===== config.mk =====
export PLATFORM = sky130hd
export DESIGN_NAME = ece_front
export DESIGN_NICKNAME = d
export VERILOG_FILES = /design/src/hw/rtl/ece_pkg.sv /design/src/hw/rtl/ece_front.sv
export SDC_FILE = /design/constraint.sdc
export NUM_CORES = 1
export LEC_CHECK = 0
export BUFFER_PORTS_ARGS = -buffer_cell sky130_fd_sc_hd__buf_4
export CORE_MARGIN = 3
export CORE_UTILIZATION = 40
export CTS_CLUSTER_SIZE = 40
export DETAILED_ROUTE_END_ITERATION = 12
export GPL_TIMING_DRIVEN = 0
export PLACE_DENSITY = 0.78
export SYNTH_ARGS = -nofsm -noshare
export SYNTH_HDL_FRONTEND = slang
export SYNTH_SLANG_ARGS = --single-unit

===== constraint.sdc =====
create_clock -name i_clk -period 4.1 [get_ports i_clk]
set_clock_uncertainty 0.2 [all_clocks]
set_input_delay 0.82 -clock i_clk [delete_from_list [all_inputs] [get_ports i_clk]]
set_output_delay 0.82 -clock i_clk [all_outputs]
set_load 0.02 [all_outputs]

===== src/hw/rtl/ece_pkg.sv =====
package ece_pkg;

    // fixed-point grid: 2^FRAC_BITS means 1.0
    localparam int FRAC_BITS = 15;
    localparam int IN_W      = 16;
    localparam int OUT_W     = 16;
    localparam int VAL_W     = FRAC_BITS + 1;
    localparam int MAX_POW   = 5;
    localparam int PROD_W    = MAX_POW * VAL_W;
    localparam int SHIFT_W   = $clog2((MAX_POW - 1) * FRAC_BITS + 1);
    localparam int MODE_W    = 4;

    localparam logic [VAL_W-1:0] ONE  = {1'b1, {FRAC_BITS{1'b0}}};
    localparam logic [VAL_W-1:0] HALF = {2'b01, {(FRAC_BITS-1){1'b0}}};

    // curve mode codes
    localparam logic [MODE_W-1:0] MODE_NONE        = 4'd0;
    localparam logic [MODE_W-1:0] MODE_LINEAR      = 4'd1;
    localparam logic [MODE_W-1:0] MODE_QUAD_IN     = 4'd2;
    localparam logic [MODE_W-1:0] MODE_QUAD_OUT    = 4'd3;
    localparam logic [MODE_W-1:0] MODE_QUAD_INOUT  = 4'd4;
    localparam logic [MODE_W-1:0] MODE_CUBIC_IN    = 4'd5;
    localparam logic [MODE_W-1:0] MODE_CUBIC_OUT   = 4'd6;
    localparam logic [MODE_W-1:0] MODE_CUBIC_INOUT = 4'd7;
    localparam logic [MODE_W-1:0] MODE_QUART_IN    = 4'd8;
    localparam logic [MODE_W-1:0] MODE_QUART_OUT   = 4'd9;
    localparam logic [MODE_W-1:0] MODE_QUART_INOUT = 4'd10;
    localparam logic [MODE_W-1:0] MODE_QUINT_IN    = 4'd11;
    localparam logic [MODE_W-1:0] MODE_QUINT_OUT   = 4'd12;
    localparam logic [MODE_W-1:0] MODE_QUINT_INOUT = 4'd13;

    typedef enum logic [1:0] {
        KIND_NONE,
        KIND_LINEAR,
        KIND_POLY
    } t_kind;

    // one word in flight through the power pipeline
    typedef struct packed {
        logic               valid;
        logic               curve_valid;
        t_kind              kind;
        logic [2:0]         pow_n;
        logic               up;
        logic [SHIFT_W-1:0] shift;
        logic [VAL_W-1:0]   x;
        logic [VAL_W-1:0]   v;
        logic [PROD_W-1:0]  prod;
    } t_pipe;

endpackage


===== src/hw/rtl/ece_front.sv =====
module ece_front
    import ece_pkg::*;
(
    input  logic              i_clk,
    input  logic              i_rst_n,
    input  logic              i_take,
    input  logic [IN_W-1:0]   i_progress,
    input  logic [MODE_W-1:0] i_mode,
    output t_pipe             o_stage
);

    typedef enum logic [1:0] {
        SHAPE_IN,
        SHAPE_OUT,
        SHAPE_INOUT
    } t_shape;

    t_pipe              n_stage;
    t_pipe              r_stage;
    t_shape             shape;
    logic [VAL_W-1:0]   x;
    logic [VAL_W-1:0]   u;
    logic [2:0]         k;
    logic [SHIFT_W-1:0] sh_base;

    always_comb begin
        // saturate progress to 1.0
        if ({16'd0, i_progress} > 32'(ONE)) begin
            x = ONE;
        end else begin
            x = VAL_W'(i_progress);
        end
        u = ONE - x;

        n_stage             = '0;
        n_stage.valid       = i_take;
        n_stage.curve_valid = 1'b1;
        n_stage.kind        = KIND_POLY;
        n_stage.x           = x;
        shape               = SHAPE_IN;

        case (i_mode)
            MODE_LINEAR:      begin n_stage.kind = KIND_LINEAR; end
            MODE_QUAD_IN:     begin n_stage.pow_n = 3'd2; shape = SHAPE_IN;    end
            MODE_QUAD_OUT:    begin n_stage.pow_n = 3'd2; shape = SHAPE_OUT;   end
            MODE_QUAD_INOUT:  begin n_stage.pow_n = 3'd2; shape = SHAPE_INOUT; end
            MODE_CUBIC_IN:    begin n_stage.pow_n = 3'd3; shape = SHAPE_IN;    end
            MODE_CUBIC_OUT:   begin n_stage.pow_n = 3'd3; shape = SHAPE_OUT;   end
            MODE_CUBIC_INOUT: begin n_stage.pow_n = 3'd3; shape = SHAPE_INOUT; end
            MODE_QUART_IN:    begin n_stage.pow_n = 3'd4; shape = SHAPE_IN;    end
            MODE_QUART_OUT:   begin n_stage.pow_n = 3'd4; shape = SHAPE_OUT;   end
            MODE_QUART_INOUT: begin n_stage.pow_n = 3'd4; shape = SHAPE_INOUT; end
            MODE_QUINT_IN:    begin n_stage.pow_n = 3'd5; shape = SHAPE_IN;    end
            MODE_QUINT_OUT:   begin n_stage.pow_n = 3'd5; shape = SHAPE_OUT;   end
            MODE_QUINT_INOUT: begin n_stage.pow_n = 3'd5; shape = SHAPE_INOUT; end
            default: begin
                n_stage.kind        = KIND_NONE;
                n_stage.curve_valid = 1'b0;
            end
        endcase

        // pick base, direction of rounding and the 2^(n-1) in-out gain
        k = 3'd0;
        case (shape)
            SHAPE_IN: begin
                n_stage.v  = x;
                n_stage.up = 1'b0;
            end
            SHAPE_OUT: begin
                n_stage.v  = u;
                n_stage.up = 1'b1;
            end
            default: begin
                k = n_stage.pow_n - 3'd1;
                if (x < HALF) begin
                    n_stage.v  = x;
                    n_stage.up = 1'b0;
                end else begin
                    n_stage.v  = u;
                    n_stage.up = 1'b1;
                end
            end
        endcase

        case (n_stage.pow_n)
            3'd2:    sh_base = SHIFT_W'(FRAC_BITS);
            3'd3:    sh_base = SHIFT_W'(2 * FRAC_BITS);
            3'd4:    sh_base = SHIFT_W'(3 * FRAC_BITS);
            3'd5:    sh_base = SHIFT_W'(4 * FRAC_BITS);
            default: sh_base = '0;
        endcase
        n_stage.shift = sh_base - SHIFT_W'(k);
        n_stage.prod  = PROD_W'(n_stage.v);
    end

    always_ff @(posedge i_clk) begin
        if (!i_rst_n) begin
            r_stage.valid <= 1'b0;
        end else begin
            r_stage <= n_stage;
        end
    end

    assign o_stage = r_stage;

endmodule


; Word-level counts from Yosys, hierarchy flattened
; Cells that the tools add are included.
[totals]
reg_bits = 46
inputBits = 23
output_inout_bits = 126
elab_cells = 52
[op_classes]
add_sub_neg = 3
n_lt_le_gt_ge = 2
eq_ne = 18
n_mux = 11
reduce_logical = 10
[op_table]
columns = operator, count
row1 = 16-bit 2-to-1 mux, 2
row2 = 16-bit case mux with 2 select lines, 1
row3 = "4-bit == test, second input constant", 6
row4 = 6-bit case mux with 4 select lines, 1
row5 = "4-bit by 3-bit == test with 1-bit output, second input constant", 4
row6 = "16-bit > comparator, second input constant", 1
row7 = "16-bit by 15-bit < comparator with 1-bit output, second input constant", 1
row8 = "16-bit subtractor, first input constant", 1
row9 = 13-bit OR reduction, 1
row10 = 3-bit case mux with 4 select lines, 1
row11 = 12-bit OR reduction, 1
row12 = 3-bit OR reduction, 4
row13 = "4-bit by 2-bit == test with 1-bit output, second input constant", 2
row14 = 2-bit case mux with 2 select lines, 2
row15 = 4-bit OR reduction, 2
row16 = "3-bit by 2-bit == test with 1-bit output, second input constant", 2
row17 = "3-bit == test, second input constant", 2
row18 = 6-bit by 3-bit subtractor with 6-bit output, 1
row19 = "4-bit by 1-bit == test with 1-bit output, second input constant", 1
row20 = 3-bit 2-to-1 mux, 1
row21 = "3-bit by 1-bit subtractor with 3-bit output, second input constant", 1
row22 = "2-bit by 1-bit == test with 1-bit output, second input constant", 1
row23 = 2-bit zero test, 1
row24 = 1-bit 2-to-1 mux, 2
row25 = 2 further kinds, 2

; Depth between registers and ports, before layout
; Gate-level depths: netlist (run 1).
[logic_depth]
word_depth = 7
mapped_depth = 13
mapped_depth_nobuf = 12

; Worst setup path after synthesis (run 1)
; OpenSTA, ideal clock, no wires.
[synth_timing]
kind = input-to-reg
startpoint = in i_mode[1]
endpoint = reg r_stage, in the netlist o_stage[114], data pin
setup_time_ns = 0.259
t_arrival_ns = 3.053
required_ns = 3.641
path_slack_ns = 0.587
cell_stages = 12
path_buffers = 1
path_cell_list = buf_2 nor2_1 or2_2 ha_1 a21o_1 ha_1 mux2_2 nand2_1 ha_1 inv_1 fa_1 xor2_1
[synth_rtl]
columns = element, line_no
row1 = start: declaration, ece_front.sv:8  ; input logic [MODE_W-1:0] i_mode,
row2 = end signal: assignment, ece_front.sv:100  ; r_stage <= n_stage;
row3 = end: declaration, ece_front.sv:19  ; t_pipe r_stage;

==> results of run 1 <==
## cell families (layout without fill, tap and decap cells)
logic type | count (synthesis) | in the layout
and+or+nand+nor | 81 | 81
other | 1 | 64
AOI/OAI and AO/OA | 35 | 35
xor gates and xnor gates | 18 | 18
muxes | 2 | 2
DFF | 45 | 45
buffers and inverters | 101 | 192
adders and majority gates | 14 | 14
## path summary, 6_finish.rpt
path      endpoint  slack [ns]
max   o_stage[116]        0.56
min   o_stage[125]        0.52
## critical path, delay by kind of cell
kind	cells	cell delay (ns)
mux	1	0.26
simple gates	4	0.64
fa+ha+maj	4	1.04
buf+inv	3	0.38
compound gates	2	0.34
## Yosys cell counts, types with 2 or more instances
master    instances  share of area, %
a21oi_1           4              0.64
o31ai_1           2              0.48
nor2_1           20               2.4
nand2_1          13               1.6
and3_1            3              0.60
clkbuf_1          2              0.24
buf_4            81                19
or2_2             2              0.40
xor2_1           10               2.8
nand2b_1          4              0.80
nor4_1            4              0.80
nor3b_1           3              0.72
inv_1            10               1.2
xnor2_1           8               2.2
nand3_1           9               1.4
o21ai_0           5              0.80
edfxtp_1         44                42
o311ai_1          3              0.84
a31oi_1           2              0.40
a21o_1            3              0.72
buf_2             6              0.96
and2_1            3              0.60
nor2b_1          13               2.6
ha_1             13               5.2
## stage by stage
step | setup WS (ns) | utilization, %
after CTS | 0.587 | 56.8
after global routing | 0.381 | 56.8
after floorplan | 0.587 | -
final | 0.564 | 56.8
after global placement | 0.335 | 55.5
after detailed placement | 0.275 | 55.5
## routing by layer
metal	share of wire [%]	track usage, %	up-vias
met5	0	0	-
met4	1.7	6.25	0
met3	11	3.19	10
met2	48	24.5	137
met1	39	18.2	1072
li1	-	-	1187
## cell type report
cell class | instances | area (µm²) | share of cell area [%]
Tap cell | 99 | 124 | 2.94
Clock buffer | 7 | 86.3 | 2.05
Sequential cell | 45 | 1340 | 31.9
Clock inverter | 1 | 7.51 | 0.178
Multi-Input combinational cell | 214 | 1330 | 31.6
Buffer | 90 | 649 | 15.4
Timing Repair Buffer | 83 | 623 | 14.8
Inverter | 11 | 43.8 | 1.04
## power by group through the flow
stage               clock network [W]  registers, W  logic [W]
global route                 0.000312      0.000591   0.000552
CTS                          0.000293      0.000587   0.000511
detailed placement                  0      0.000596   0.000510
global placement                    0      0.000595   0.000502
finish                       0.000286      0.000585   0.000513
floorplan                           0      0.000660   0.000277
==> flow_summary_export.csv, run 1 <==
group,metric,value,unit
timing,tns,0,ns
global_route,groute.usage.overall,14.6,%
global_route,grt_overflow_total,0,
power_and_ir_drop,pwr-share-comb,37.0,%
synth,netlist_area,3130,µm²
global_route,grt_pass1_vias,2290,
synth,syn_inst,297,
finish,antenna_cells,0,
timing,setup_viol,0,
worst_hold_path,worst_hold_path.num_cells,2,
clocking,ctsResizeCount,0,
power_and_ir_drop,p_leak,2.05,nW
clocking,ctsHtreeMaxLevel,2,
timing,hold_viol,0,
run_status,outcome,"complete, no violations",
routing,viasPerCell,4.37,
die,dieArea,8920,µm²
timing,slew_headroom,62.8,%
clocking,post_cts_buffers,0,
placed_design,placed_area,4110,µm²
routing,dr.pass1.iters,5,
synth,async_flop_share,0,%
synth,synth_top_family_by_area,"buffers and inverters",
finish,final_common_cell,"buf_4",
synth,synth.avg_cell_area,10.5,µm²
placed_design,dp_hpwl,5260,µm
clocking,numCtsBuffers,5,
routing,routedWlPerCell,12.3,µm
finish,area_delta_synth_final,34.4,%
routing,vias,2406,
routing,drc,0,
die,rows,31,
die,die_h,94.5,µm
worst_hold_path,min_path_type,"input pin to flip-flop",
power_and_ir_drop,vdd_drop_max,0.114,mV
synth,yosys.area_share.simple,14.5,%
synth,synth-edff-count,44,
placed_design,dp_cells,542,
setup_path,worstPathMaxFanout,10,
timing,drv_slew,0,
setup_path,required,4.05,ns
synth,ys_seq_area_share,42.9,%
setup_path,start_kind,"input pin",
power_and_ir_drop,pwr-share-clk,20.7,%
synth,synth_mux_area_share,0.680,%
synth,synth-compound-area-share,8.84,%
setup_path,critPathSlowestCell,"fa_1",
synth,synthAdderAreaFrac,5.84,%
setup_path,arrival,3.49,ns
synth,ys_types,54,
global_route,antenna_found_initial,0,
timing,rsz0062_at_grt,"no",
power_and_ir_drop,swShare,33.0,%
finish,drive_gt1_share,41.9,%
synth,synth_flop_cell,"edfxtp_1",
job,maxCapViolCount,0,
finish,finalInstanceArea,4210,µm²
clocking,cts_root_buffer,"clkbuf_8",
die,core,7410,µm²
setup_path,critical_path.startpoint,"i_mode[1]",
finish,layout_common_cells,"buf_4, conb_1, edfxtp_1",
die,die_x,94.5,µm
routing,routed_wl,6750,µm
power_and_ir_drop,p_sw,0.000456,W
die,io_pins,149,
clocking,cts_max_path_buffers,2,
timing,hold_slack,0.523,ns
timing,worst_pin_slew,0.558,ns
clocking,cts_tree,"built",
synth,ys.warnings.count,0,
synth,synth-seq-cells,45,
timing,maxClockFrequency,0.283,GHz
timing,timing.final.crit_period,3.54,ns
global_route,grt_start_max_net_pins,46,
clocking,path_clk_slew,0.09,ns
timing,finalCritPeriodShare,86.2,%
synth,synth-xor-area-share,5.04,%
clocking,clkSinkCount,45,
finish,finalNetCount,487,
setup_path,cpMostUsedCell,"ha_1",
setup_path,endpoint_kind,"flip-flop",
die,start_util,42.2,%
setup_path,crit_type,"input pin to flip-flop",
power_and_ir_drop,p_int,0.000928,W
clocking,ctsHoldBuffers,0,
power_and_ir_drop,p_per_area,329,nW/µm²
power_and_ir_drop,power,0.00138,W
routing,drt_iter0_markers,179,
power_and_ir_drop,p_seq_share,42.3,%
setup_path,cp_cell_sequence,"buf_4, buf_2, nor2_1, or2_2, ha_1, a21o_1, ha_1, mux2_2, nand2_1, ha_1, inv_1, fa_1, and3_1, a21oi_1",
worst_hold_path,min_from,"i_take",
finish,fill_cells,622,
setup_path,cpPeakStageDelay,0.39,ns
global_route,grt_pass1_wl,10300,µm
routing,postRouteAntennaNets,0,
finish,largest_reg_flops,45,
placed_design,port_buffers,83,
placed_design,place.gp.congestion,0.885,
finish,fin_cells,550,
Note: power is estimated with default switching activity, not from simulation.
==> run 2, diff against run 1 <==
--- a/config.mk
+++ b/config.mk
@@ -5,13 +5,14 @@
 export SDC_FILE = /design/constraint.sdc
 export NUM_CORES = 1
 export LEC_CHECK = 0
+export ABC_AREA = 1
 export BUFFER_PORTS_ARGS = -buffer_cell sky130_fd_sc_hd__buf_4
 export CORE_MARGIN = 3
 export CORE_UTILIZATION = 40
 export CTS_CLUSTER_SIZE = 40
 export DETAILED_ROUTE_END_ITERATION = 12
 export GPL_TIMING_DRIVEN = 0
-export PLACE_DENSITY = 0.78
+export PLACE_DENSITY = 0.71
 export SYNTH_ARGS = -nofsm -noshare
 export SYNTH_HDL_FRONTEND = slang
 export SYNTH_SLANG_ARGS = --single-unit
==> run 2 against run 1 <==
Highest routed layer unchanged. Sequential power increased by 1%. Maximum frequency grew 6.5%. Final area down 0.33%. Critical path depth is the same.
==> flow_summary_export.csv, run 2 <==
group,metric,value,unit
run_status,outcome,"complete, no violations",
synth,ys_types,32,
clocking,ctsHoldBuffers,0,
setup_path,required,3.95,ns
setup_path,endpoint_kind,"flip-flop",
worst_hold_path,min_path_type,"input pin to flip-flop",
timing,maxClockFrequency,0.301,GHz
synth,netlist_area,3090,µm²
clocking,clkSinkCount,45,
die,die_x,94.0,µm
timing,hold_viol,0,
global_route,grt_start_max_net_pins,46,
timing,timing.final.crit_period,3.32,ns
synth,synth_flop_cell,"edfxtp_1",
die,io_pins,149,
routing,drt_iter0_markers,105,
synth,synth_most_common_cell,"buf_4",
clocking,path_clk_slew,0.08,ns
finish,drive_gt1_share,37.4,%
clocking,numCtsBuffers,5,
die,rows,31,
finish,final_common_cell,"buf_4",
finish,area_delta_synth_final,35.5,%
finish,largest_reg_flops,45,
synth,synth_area_leaders,"edfxtp_1, buf_4, nand2_1, ha_1, inv_1",
routing,vias,2425,
job,maxCapViolCount,0,
clocking,cts_max_path_buffers,2,
timing,worst_pin_slew,0.549,ns
worst_hold_path,worst_hold_path.num_cells,3,
placed_design,dp_hpwl,5400,µm
synth,synth_top_area_share,42.7,%
synth,synth_largest_area_cell,"edfxtp_1",
setup_path,cpMostUsedCell,"inv_1",
placed_design,port_buffers,84,
placed_design,pre_cts_ws,0.466,ns
die,dieArea,8830,µm²
setup_path,crit_type,"input pin to flip-flop",
clocking,ctsResizeCount,0,
setup_path,arrival,3.17,ns
routing,dr.pass1.iters,4,
synth,ys_seq_area_share,43.3,%
routing,drc,0,
clocking,post_cts_buffers,0,
finish,antenna_cells,0,
finish,finalNetCount,542,
timing,layout_setup_ws,0.780,ns
clocking,ctsHtreeMaxLevel,2,
global_route,antenna_found_initial,0,
global_route,grt_overflow_total,0,
placed_design,place.gp.congestion,0.861,
clocking,cts_tree,"built",
global_route,groute.usage.overall,14.9,%
global_route,grt_pass1_vias,2296,
clocking,cts_root_buffer,"clkbuf_8",
synth,synth.avg_cell_area,8.82,µm²
die,core,7370,µm²
timing,hold_slack,0.501,ns
setup_path,start_kind,"input pin",
synth,ys.warnings.count,0,
setup_path,worstPathMaxFanout,6,
power_and_ir_drop,vdd_drop_max,0.195,mV
finish,layout_common_cells,"buf_4, nand2_1, conb_1",
routing,routedWlPerCell,10.9,µm
power_and_ir_drop,p_per_area,344,nW/µm²
timing,drv_slew,0,
timing,tns,0,ns
die,die_h,94.0,µm
synth,async_flop_share,0,%
power_and_ir_drop,p_leak,2.27,nW
global_route,grt_pass1_wl,10500,µm
synth,netlist_top_cells_count,"buf_4, nand2_1, edfxtp_1, inv_1, nor2_1",
routing,viasPerCell,4.01,
timing,setup_viol,0,
timing,finalCritPeriodShare,81.0,%
routing,postRouteAntennaNets,0,
setup_path,cp_cell_sequence,"buf_4, inv_1, nand2_1, nand2_1, inv_1, ha_1, inv_1, nand2_1, ha_1, o31ai_1, ha_1, inv_1, fa_1, xor2_1",
synth,synth-seq-cells,45,
setup_path,critPathSlowestCell,"fa_1",
synth,syn_inst,351,
die,start_util,42.0,%
setup_path,cpPeakStageDelay,0.39,ns
synth,synth-edff-count,44,
routing,routed_wl,6590,µm
timing,slew_headroom,63.4,%
timing,rsz0062_at_grt,"no",
==> run 2: cell types whose count changed after synthesis, moves of 4 or more <==
cell,delta
nor2b_1,-13
xnor2_1,-7
nand2b_1,-4
buf_2,-6
o21ai_1,+4
nand2_1,+62
nor4_1,-4
nor2_1,+12
inv_1,+30
==> run 2: through the flow <==
stage	util, %	instances	area (µm²)	power, W
floorplan	-	414	3330	0.000947
global placement	55.4	597	4090	0.00112
CTS	56.9	605	4190	0.00145
detailed placement	55.4	597	4090	0.00112
finish	56.9	605	4190	0.00144
global route	56.9	605	4190	0.00152
==> run 2: path summary, 6_finish.rpt <==
| check | slack (ns) | start | to |
|---|---|---|---|
| max | 0.78 | i_mode[3] | o_stage[114] |
| min | 0.50 | i_take | o_stage[125] |
==> run 2: final cells by class <==
| class | count | area, µm² |
|---|---|---|
| inverters | 43 | 161 |
| flip-flops and latches | 45 | 1340 |
| plain buffers | 85 | 642 |
| clock buffers | 6 | 72.6 |
| clock inverters | 2 | 35.0 |
| repair buffers | 84 | 631 |
| well taps | 99 | 124 |
| multi-input cells | 241 | 1190 |
| fillers | 658 | 3180 |
==> run 2: per-layer routing <==
layer,up-vias,global-route usage (%),wire length [µm]
met5,-,0,0
met4,0,3.85,40
met3,5,3.04,566
met2,114,26.8,3270
met1,1036,18.1,2710
li1,1270,-,-
==> run 2: critical path: cells and delay by family <==
kind	cells	cell delay, ns
simple gates	3	0.37
compound gates	1	0.26
fa+ha+maj	4	1.06
xor+xnor	1	0.17
buf+inv	5	0.47
==> run 2: cell families after synthesis <==
group                    after synthesis  share of synthesized area (%)
buffers and inverters                128                           26.0
adder cells (fa/ha/maj)               14                           5.90
AND/OR/NAND/NOR                      134                           18.4
other                                  1                          0.121
XOR/XNOR                               8                           2.26
flip-flops                            45                           43.3
AO/OA/AOI/OAI                         21                           4.04
==> run 2: power by group <==
| group | switching, W | leakage [nW] | internal [W] |
|---|---|---|---|
| Combinational | 0.000302 | 1.78 | 0.000220 |
| Sequential | 0.0000197 | 0.435 | 0.000572 |
| Clock | 0.000149 | 0.0552 | 0.000181 |
| Total | 0.000470 | 2.27 | 0.000972 |
==> run 3, diff against run 2 <==
--- a/config.mk
+++ b/config.mk
@@ -12,7 +12,7 @@
 export CTS_CLUSTER_SIZE = 40
 export DETAILED_ROUTE_END_ITERATION = 12
 export GPL_TIMING_DRIVEN = 0
-export PLACE_DENSITY = 0.71
+export PLACE_DENSITY = 0.74
 export SYNTH_ARGS = -nofsm -noshare
 export SYNTH_HDL_FRONTEND = slang
 export SYNTH_SLANG_ARGS = --single-unit
==> constraint.sdc (replaced) <==
create_clock -name i_clk -period 2.7 [get_ports i_clk]
set_clock_uncertainty 0.2 [all_clocks]
set_input_delay 0.54 -clock i_clk [delete_from_list [all_inputs] [get_ports i_clk]]
set_output_delay 0.54 -clock i_clk [all_outputs]
set_load 0.02 [all_outputs]
==> run 3 against run 2 <==
The run now ends with setup timing left. Sequential power rose by 52%. Wire length fell by 0.46%. Count of clock-buffer cells in the layout rose by 1. Non-clock buffer count rose by 6. Combinational power rose by 58%. First-iteration DRC count fell by 11%. Global-route usage fell by 0.76 points. Total power rose by 56%. Final area rose by 3.1%. Worst hold slack got worse by 0.28 ns. Highest routed layer unchanged.
==> flow_summary_export.csv, run 3 (synthesis results as in run 2) <==
group,metric,value,unit
timing,layout_setup_ws,-0.0174,ns
finish,drive_gt1_share,41.6,%
setup_path,crit_type,"input pin to flip-flop",
power_and_ir_drop,p_sw,0.000722,W
setup_path,worstPathMaxFanout,6,
clocking,clkSinkCount,45,
timing,slew_headroom,63.6,%
finish,multi_input_area,1260,µm²
power_and_ir_drop,swShare,32.2,%
power_and_ir_drop,pwr-share-clk,23.3,%
power_and_ir_drop,power,0.00224,W
routing,routed_wl,6560,µm
finish,layout_common_cells,"buf_4, nand2_1, conb_1",
worst_hold_path,min_path_type,"input pin to flip-flop",
setup_path,path_buf_inv,6,
placed_design,place.gp.congestion,0.884,
setup_path,critical_path.startpoint,"i_mode[2]",
setup_path,cpPeakStageDelay,0.42,ns
routing,vias,2532,
global_route,grt_overflow_total,0,
routing,drt_iter0_markers,93,
routing,postRouteAntennaNets,0,
power_and_ir_drop,pwr-share-comb,36.7,%
global_route,groute.usage.overall,14.2,%
die,core,7370,µm²
clocking,ctsHoldBuffers,0,
clocking,ctsHtreeMaxLevel,2,
run_status,violations,"setup timing",
placed_design,dp_hpwl,5260,µm
placed_design,port_buffers,84,
power_and_ir_drop,p_leak,2.30,nW
setup_path,critPathSlowestCell,"fa_2",
die,start_util,42.0,%
setup_path,cp_cell_sequence,"buf_4, inv_1, nand2_1, inv_1, nor2_4, buf_4, buf_4, nor2_1, nor2_1, nor2_1, o31ai_2, ha_2, inv_2, fa_2",
finish,regArea,1340,µm²
finish,largest_reg_flops,45,
worst_hold_path,min_from,"i_take",
die,io_pins,149,
setup_path,arrival,2.56,ns
setup_path,required,2.54,ns
die,die_h,94.0,µm
clocking,cts_max_path_buffers,2,
routing,dr.pass1.iters,5,
finish,final_core_util,58.7,%
routing,routedWlPerCell,10.7,µm
finish,finalNetCount,548,
routing,drc,0,
timing,worst_pin_slew,0.546,ns
timing,maxClockFrequency,0.368,GHz
clocking,numCtsBuffers,5,
power_and_ir_drop,p_seq_share,40.0,%
setup_path,start_kind,"input pin",
clocking,cts_tree,"built",
setup_path,endpoint_kind,"flip-flop",
timing,drv_slew,0,
finish,area_delta_synth_final,39.7,%
timing,hold_viol,0,
finish,final_common_cell,"buf_4",
clocking,cts_root_buffer,"clkbuf_8",
timing,setup_viol,2,
power_and_ir_drop,p_int,0.00152,W
timing,finalCritPeriodShare,101,%
global_route,grt_start_max_net_pins,46,
clocking,path_clk_slew,0.08,ns
run_status,outcome,"complete, but fails checks",
timing,timing.final.crit_period,2.72,ns
finish,finalInstanceArea,4320,µm²
global_route,grt_pass1_vias,2306,
timing,rsz0062_at_grt,"yes",
placed_design,placed_area,4150,µm²
finish,antenna_cells,0,
die,dieArea,8830,µm²
die,die_x,94.0,µm
global_route,grt_pass1_wl,10000,µm
job,maxCapViolCount,0,
die,rows,31,
routing,viasPerCell,4.14,
finish,fill_cells,640,
power_and_ir_drop,vdd_drop_max,0.204,mV
setup_path,cpLargestDelayFamily,"simple AND/OR/NAND/NOR gates",
global_route,antenna_found_initial,0,
power_and_ir_drop,p_per_area,519,nW/µm²
run 3: changes by cell type in the layout (fill, tap and decap cells not counted), sizes merged:
cell and delta:
clkinv -1, buf +6, clkbuf +1
run 3: path summary, 6_finish.rpt:
check / end / slack [ns] / cells past startpoint
worst min-delay path: o_stage[125] / 0.22 / 3
worst max-delay path: o_stage[113] / -0.02 / 14
run 3: power groups by stage:
stage | combinational [W] | sequential, W | clock, W
2_1_floorplan | 0.000433 | 0.00102 | 0
4_1_cts | 0.000803 | 0.000900 | 0.000540
3_3_place_gp | 0.000790 | 0.000912 | 0
6_report | 0.000823 | 0.000898 | 0.000524
5_1_grt | 0.000892 | 0.000907 | 0.000567
3_5_place_dp | 0.000802 | 0.000916 | 0
run 3: metrics by stage:
step	std cells	hold WS (ns)	TNS, ns	worst slack [ns]
after global placement	597	0.522	-1.21	-0.254
after detailed placement	597	0.526	-1.58	-0.313
after global routing	611	0.246	-0.374	-0.121
final	611	0.222	-0.0265	-0.0174
after floorplan	414	0.433	0	0.00449
after CTS	605	0.217	0	0.00368
run 3: per-layer routing:
metal	routed length [µm]	vias up	GRT usage, %
li1	-	1290	-
met1	2530	1099	16.1
met2	3280	137	26.3
met3	674	6	2.64
met4	78	0	4.69
met5	0	-	0
run 3: timing repair:
| item | in CTS | in global routing |
|---|---|---|
| setup endpoints to repair | 0 | 4 |
| setup buffers | 0 | 6 |
| gates resized for setup | 0 | 5 |
run 3: area by class of cell:
type	instances	area share, %
flip-flops and latches	45	31.0
repair buffers	90	15.6
well taps	99	2.86
inverters	43	3.85
clock buffers	7	2.00
multi-input cells	241	29.1
clock inverters	1	0.694
plain buffers	85	14.8
